$ cat src/rtl/tdci_pkg.sv
// Shared constants, command codes and types of the text display interpreter.
`timescale 1ns / 1ps
package tdci_pkg;

  // Display geometry
  localparam int NUM_COLS = 80;
  localparam int NUM_ROWS = 25;
  localparam int NUM_CELLS = NUM_ROWS * NUM_COLS;
  localparam int ADDR_W = $clog2(NUM_CELLS);

  // Field widths
  localparam int ROW_W = 5;
  localparam int COL_W = 7;
  localparam int CHAR_W = 7;
  localparam int BYTE_W = 8;
  localparam int REPLY_W = 2;
  localparam int CMD_W = 4;

  // Line bytes
  localparam logic [BYTE_W-1:0] BYTE_NUL = 8'h00;
  localparam logic [BYTE_W-1:0] BYTE_STX = 8'h02;
  localparam logic [BYTE_W-1:0] BYTE_ETX = 8'h03;
  localparam logic [BYTE_W-1:0] BYTE_EOT = 8'h04;
  localparam logic [BYTE_W-1:0] BYTE_ENQ = 8'h05;
  localparam logic [BYTE_W-1:0] BYTE_ACK = 8'h06;
  localparam logic [BYTE_W-1:0] BYTE_BS = 8'h08;
  localparam logic [BYTE_W-1:0] BYTE_LF = 8'h0a;
  localparam logic [BYTE_W-1:0] BYTE_FF = 8'h0c;
  localparam logic [BYTE_W-1:0] BYTE_CR = 8'h0d;
  localparam logic [BYTE_W-1:0] BYTE_DC1 = 8'h11;
  localparam logic [BYTE_W-1:0] BYTE_DC3 = 8'h13;
  localparam logic [BYTE_W-1:0] BYTE_DC4 = 8'h14;
  localparam logic [BYTE_W-1:0] BYTE_RS = 8'h1e;
  localparam logic [BYTE_W-1:0] BYTE_US = 8'h1f;
  localparam logic [BYTE_W-1:0] BYTE_PRINT_LO = 8'h20;
  localparam logic [BYTE_W-1:0] BYTE_PRINT_HI = 8'h7e;

  // Stored characters
  localparam logic [CHAR_W-1:0] CHAR_SPACE = 7'h20;
  localparam logic [CHAR_W-1:0] CHAR_ETX = 7'h03;
  localparam logic [CHAR_W-1:0] CHAR_CR = 7'h0d;

  // Operation field
  localparam logic OP_BYTE = 1'b0;
  localparam logic OP_READ = 1'b1;

  // Reply codes
  localparam logic [REPLY_W-1:0] REPLY_NONE = 2'd0;
  localparam logic [REPLY_W-1:0] REPLY_ACK = 2'd1;
  localparam logic [REPLY_W-1:0] REPLY_GRANT = 2'd2;

  // Classified commands
  localparam logic [CMD_W-1:0] CMD_READ = 4'd0;
  localparam logic [CMD_W-1:0] CMD_ACK = 4'd1;
  localparam logic [CMD_W-1:0] CMD_EOT = 4'd2;
  localparam logic [CMD_W-1:0] CMD_ENQ = 4'd3;
  localparam logic [CMD_W-1:0] CMD_STX = 4'd4;
  localparam logic [CMD_W-1:0] CMD_ETX = 4'd5;
  localparam logic [CMD_W-1:0] CMD_PRINT = 4'd6;
  localparam logic [CMD_W-1:0] CMD_DC1 = 4'd7;
  localparam logic [CMD_W-1:0] CMD_BS = 4'd8;
  localparam logic [CMD_W-1:0] CMD_DC4 = 4'd9;
  localparam logic [CMD_W-1:0] CMD_DC3 = 4'd10;
  localparam logic [CMD_W-1:0] CMD_LF = 4'd11;
  localparam logic [CMD_W-1:0] CMD_CR = 4'd12;
  localparam logic [CMD_W-1:0] CMD_FF = 4'd13;
  localparam logic [CMD_W-1:0] CMD_NUL = 4'd14;
  localparam logic [CMD_W-1:0] CMD_OTHER = 4'd15;

  typedef struct packed {
    logic [CMD_W-1:0]  code;
    logic [CHAR_W-1:0] ch;
    logic [ROW_W-1:0]  row;
    logic [COL_W-1:0]  col;
    logic              in_range;
  } cmd_t;

  typedef struct packed {
    logic [REPLY_W-1:0] reply;
    logic [CHAR_W-1:0]  cell_char;
    logic [ROW_W-1:0]   cursor_row;
    logic [COL_W-1:0]   cursor_col;
    logic               in_text;
    logic               unexpected;
  } res_t;

endpackage

$ cat src/rtl/tdci_front.sv
// Front end: decodes incoming items into commands and queues them for the back end.
`timescale 1ns / 1ps
module tdci_front (
  input  logic                         clk,
  input  logic                         rst_n,
  input  logic                         push,
  output logic                         full,
  input  logic                         in_operation,
  input  logic [tdci_pkg::BYTE_W-1:0]  in_rx_byte,
  input  logic [tdci_pkg::ROW_W-1:0]   in_read_row,
  input  logic [tdci_pkg::COL_W-1:0]   in_read_col,
  input  logic                         hold,
  output logic                         cmd_valid,
  output tdci_pkg::cmd_t               cmd,
  input  logic                         cmd_pop
);

  tdci_pkg::cmd_t q_r [2];
  logic           wr_ptr_r, wr_ptr_nxt;
  logic           rd_ptr_r, rd_ptr_nxt;
  logic [1:0]     count_r, count_nxt;
  logic           wr_en, rd_en;
  logic           printable;
  tdci_pkg::cmd_t dec;

  // classify
  always_comb begin
    printable = ((in_rx_byte >= tdci_pkg::BYTE_PRINT_LO) &&
                 (in_rx_byte <= tdci_pkg::BYTE_PRINT_HI)) ||
                (in_rx_byte == tdci_pkg::BYTE_RS) || (in_rx_byte == tdci_pkg::BYTE_US);
    dec.ch = in_rx_byte[tdci_pkg::CHAR_W-1:0];
    dec.row = in_read_row;
    dec.col = in_read_col;
    dec.in_range = (32'(in_read_row) < tdci_pkg::NUM_ROWS) &&
                   (32'(in_read_col) < tdci_pkg::NUM_COLS);
    if (in_operation == tdci_pkg::OP_READ) begin
      dec.code = tdci_pkg::CMD_READ;
    end else begin
      case (in_rx_byte)
        tdci_pkg::BYTE_ACK: dec.code = tdci_pkg::CMD_ACK;
        tdci_pkg::BYTE_EOT: dec.code = tdci_pkg::CMD_EOT;
        tdci_pkg::BYTE_ENQ: dec.code = tdci_pkg::CMD_ENQ;
        tdci_pkg::BYTE_STX: dec.code = tdci_pkg::CMD_STX;
        tdci_pkg::BYTE_ETX: dec.code = tdci_pkg::CMD_ETX;
        tdci_pkg::BYTE_DC1: dec.code = tdci_pkg::CMD_DC1;
        tdci_pkg::BYTE_BS:  dec.code = tdci_pkg::CMD_BS;
        tdci_pkg::BYTE_DC4: dec.code = tdci_pkg::CMD_DC4;
        tdci_pkg::BYTE_DC3: dec.code = tdci_pkg::CMD_DC3;
        tdci_pkg::BYTE_LF:  dec.code = tdci_pkg::CMD_LF;
        tdci_pkg::BYTE_CR:  dec.code = tdci_pkg::CMD_CR;
        tdci_pkg::BYTE_FF:  dec.code = tdci_pkg::CMD_FF;
        tdci_pkg::BYTE_NUL: dec.code = tdci_pkg::CMD_NUL;
        default: dec.code = printable ? tdci_pkg::CMD_PRINT : tdci_pkg::CMD_OTHER;
      endcase
    end
  end

  // two-entry command queue
  assign full = (count_r == 2'd2) || hold;
  assign wr_en = push && !full;
  assign cmd_valid = (count_r != 2'd0);
  assign rd_en = cmd_pop && cmd_valid;
  assign cmd = q_r[rd_ptr_r];

  always_comb begin
    wr_ptr_nxt = wr_ptr_r ^ wr_en;
    rd_ptr_nxt = rd_ptr_r ^ rd_en;
    count_nxt = count_r + 2'(wr_en) - 2'(rd_en);
  end

  always_ff @(posedge clk) begin
    if (!rst_n) begin
      wr_ptr_r <= 1'b0;
      rd_ptr_r <= 1'b0;
      count_r <= 2'd0;
    end else begin
      wr_ptr_r <= wr_ptr_nxt;
      rd_ptr_r <= rd_ptr_nxt;
      count_r <= count_nxt;
    end
  end

  always_ff @(posedge clk) begin
    if (wr_en) begin
      q_r[wr_ptr_r] <= dec;
    end
  end

endmodule

$ cat config.mk
export PLATFORM = sky130hd
export DESIGN_NAME = tdci_front
export DESIGN_NICKNAME = d
export VERILOG_FILES = /design/src/rtl/tdci_pkg.sv /design/src/rtl/tdci_front.sv
export SDC_FILE = /design/constraint.sdc
export NUM_CORES = 1
export LEC_CHECK = 0
export ABC_CLOCK_PERIOD_IN_PS = 2000
export BUFFER_PORTS_ARGS = -buffer_cell sky130_fd_sc_hd__buf_2
export CORE_MARGIN = 2
export CORE_UTILIZATION = 51
export DETAILED_ROUTE_END_ITERATION = 10
export GPL_TIMING_DRIVEN = 0
export PLACE_DENSITY_LB_ADDON = 0.15
export SETUP_SLACK_MARGIN = 0.2
export SLEW_MARGIN = 15
export SYNTH_ARGS = -nofsm -noshare
export SYNTH_HDL_FRONTEND = slang
export SYNTH_SLANG_ARGS = --single-unit
$ cat constraint.sdc
create_clock -name clk -period 2 [get_ports clk]
set_input_delay 0.1 -clock clk [delete_from_list [all_inputs] [get_ports clk]]
set_output_delay 0.1 -clock clk [all_outputs]
set_load 0.1 [all_outputs]
==> impl_metrics.ini <==
[outcome]
status = complete, no violations

[synthesis]
avgSynthCellArea_um2 = 16.0
synth_fp_nets = 172
ys_seq_elements = 53
synth_cells = 142
yosys-top-cells-count = edfxtp_1 (48), mux2_2 (24), a21oi_1 (5), dfxtp_1 (5), inv_1 (5)
yosys.area.top_type_share = 0.636
synth_edf_count = 48
ys_top_cells_by_area = edfxtp_1 (64%), mux2_2 (12%), dfxtp_1 (4.4%)
synthArstFlopShare = 0
yosysTopAreaCell = edfxtp_1
synth_most_common_cell = edfxtp_1
synthFlopType = edfxtp_1
synth_cell_types = 37
synth_warnings = 0
netlist_area_um2 = 2270
synth-seq-area-share = 0.680

[power]
p_sw_w = 0.00175
p_clk_frac = 0.157
comb_power_share = 0.484
power_leakage_nw = 1.08
seqPwrFrac = 0.360
swShare = 0.458
finalPower_w = 0.00383
power.density_nw_per_um2 = 1340
ir_drop_uv = 1000
internal-power_w = 0.00207

[drt]
num_vias = 1373
drc = 0
drt_first_iter_violations = 64
wl_mm = 3.96
vias_per_cell = 5.20
first_pass_iters = 4
wire_per_inst_um = 15.0
ant_nets = 0

[global_route]
grt.total_usage = 0.162
globalRouteOverflowTotal = 0
grt_max_degree = 25
grt_pass1_vias = 1384
antenna_found_initial = 0
grt_pass1_wl_mm = 6.13

[critical_path]
crit_family = simple AND/OR/NAND/NOR gates
startpoint_type = register
reg2reg_from = count_r[0]
worstPathMaxFanout = 3
critPathCaptureType = register
worstPathArrival_ps = 1930
max_stage_delay_ps = 370
reg2reg_to = count_r[1]
crit_chain = or2_4, and2_4, ha_4, inv_2, ha_4, xnor2_2, xnor2_1, and2_1
critPathSlowestCell = dfxtp_4
crit_type = register to register
reg2reg_slack_ps = 270
ff2ff_path_depth = 8
required_ps = 2200
path_buf_inv = 1
crit_top_cell = ha_4

[sta]
fin_crit_sh = 0.864
drv_slew = 0
hold_viol = 0
rsz0062_at_grt = false
hold_ws_ps = 9.27
max_freq_ghz = 0.579
min_period_ps = 1730
fin_tns_setup_ps = 0
setup_viol = 0
skew_ps = 4.15
slew_headroom = 0.596
tightestPinTransition_ps = 606

[cells_and_area]
final_util = 0.660
n_antenna_cell = 0
fillCellCount = 316
syn_to_final_growth_pct = 25.9
drive_gt1_frac = 0.505
design_area_um2 = 2860
fin_nets = 241

[clock_network]
clk_latency_ps = 300
clock_path_buffers = 2
clock-sinks = 53
numCtsBuffers = 5
htree_levels = 2
clk_pin_slew_ps = 80
root_buffer = clkbuf_8
cts_tree = built

[hold_path]
min_to = q_r[1][6]
hold_depth = 1
hp-class = input port to register
min-delay-start = in_read_col[5]

[place]
place_hpwl_mm = 2.70
gp_congestion = 0.822
post_dp_cell_area_um2 = 2610
portBuffers = 51

[floorplanning]
io_pins = 52
core_um2 = 4320
dieArea_um2 = 4990
die_x_um = 70.7
dieHeight_um = 70.7
initial_core_util = 0.524
num_rows = 24

[job]
maxCapViolations = 0
[registers in the layout (all words and copies together), names as in the netlist, named ones only]
register,count
q_r,48
count_r,2
rd_ptr_r,1
wr_ptr_r,1
[worst max-delay path by stage]
| stage | start | end | slack, ps | cells after the start |
|---|---|---|---|---|
| after detailed placement | count_r[0] | q_r[1][4] | -110 | 4 |
| after CTS | count_r[0] | count_r[1] | 240 | 10 |
| after global placement | count_r[0] | q_r[0][13] | -30 | 4 |
| after floorplan | count_r[0] | count_r[1] | 200 | 8 |
| final | count_r[0] | count_r[1] | 270 | 8 |
| after global routing | register | cmd[22] | 200 | 4 |
[what timing repair did]
action	4_1_cts	5_1_grt
setup buffers	0	1
endpoints found under the hold margin	16	3
hold buffers	8	2
gates resized for setup	6	13
setup endpoints to repair	69	7
pin swaps	0	6
[cells by family after synthesis]
| group | after synthesis | synth area share |
|---|---|---|
| flip-flops | 53 | 0.680 |
| AND/OR/NAND/NOR | 25 | 0.0740 |
| AO/OA/AOI/OAI | 17 | 0.0464 |
| buffers and inverters | 13 | 0.0331 |
| adder cells (fa/ha/maj) | 5 | 0.0270 |
| multiplexers | 26 | 0.128 |
| XOR/XNOR | 3 | 0.0116 |
[cell usage in the layout, fill, tap and decap left out, types with 2 or more instances in the layout]
master	instances
buf_6	2
ha_4	2
a21oi_1	4
dlygate4sd3_1	10
buf_2	46
edfxtp_1	48
clkbuf_1	2
buf_4	7
mux2i_1	2
xnor2_1	2
mux2_2	24
nand2_1	3
inv_2	4
nor2b_1	3
and2_4	2
dfxtp_1	4
and2_1	3
nor2_1	3
clkbuf_4	4
nand3_1	2
o21ai_1	2
and4bb_1	2
clkbuf_8	6
ha_2	2
o21ai_0	2
inv_1	2
[power by group through the flow]
stage          combinational, W  sequential [W]  clock, W
2_1_floorplan           0.00154         0.00138         0
3_3_place_gp            0.00175         0.00139         0
3_5_place_dp            0.00178         0.00139         0
4_1_cts                 0.00181         0.00137  0.000611
5_1_grt                 0.00193         0.00138  0.000652
6_report                0.00185         0.00138  0.000600
[routing by layer]
metal | share of wire | wire length (um) | GRT usage
met2 | 0.54 | 2150 | 0.300
met5 | 0 | 0 | 0
met1 | 0.39 | 1520 | 0.176
met4 | 0.014 | 57 | 0.0566
met3 | 0.057 | 224 | 0.0470
[per-stage QoR]
stage / cells / setup WS, ps
after global routing: 264 / 201
after floorplan: 142 / 203
final: 264 / 272
after detailed placement: 245 / -108
after global placement: 245 / -33.4
after CTS: 261 / 240
[cell type report]
class | instances | area [um^2] | share of cell area
multi-input combinational | 76 | 697 | 0.244
sequential | 53 | 1550 | 0.541
buffer | 7 | 57.6 | 0.0202
timing repair buffer | 62 | 378 | 0.132
inverter | 6 | 22.5 | 0.00789
tap | 52 | 65.1 | 0.0228
clock buffer | 8 | 90.1 | 0.0316
No activity file was read; power rests on OpenSTA's default activity.
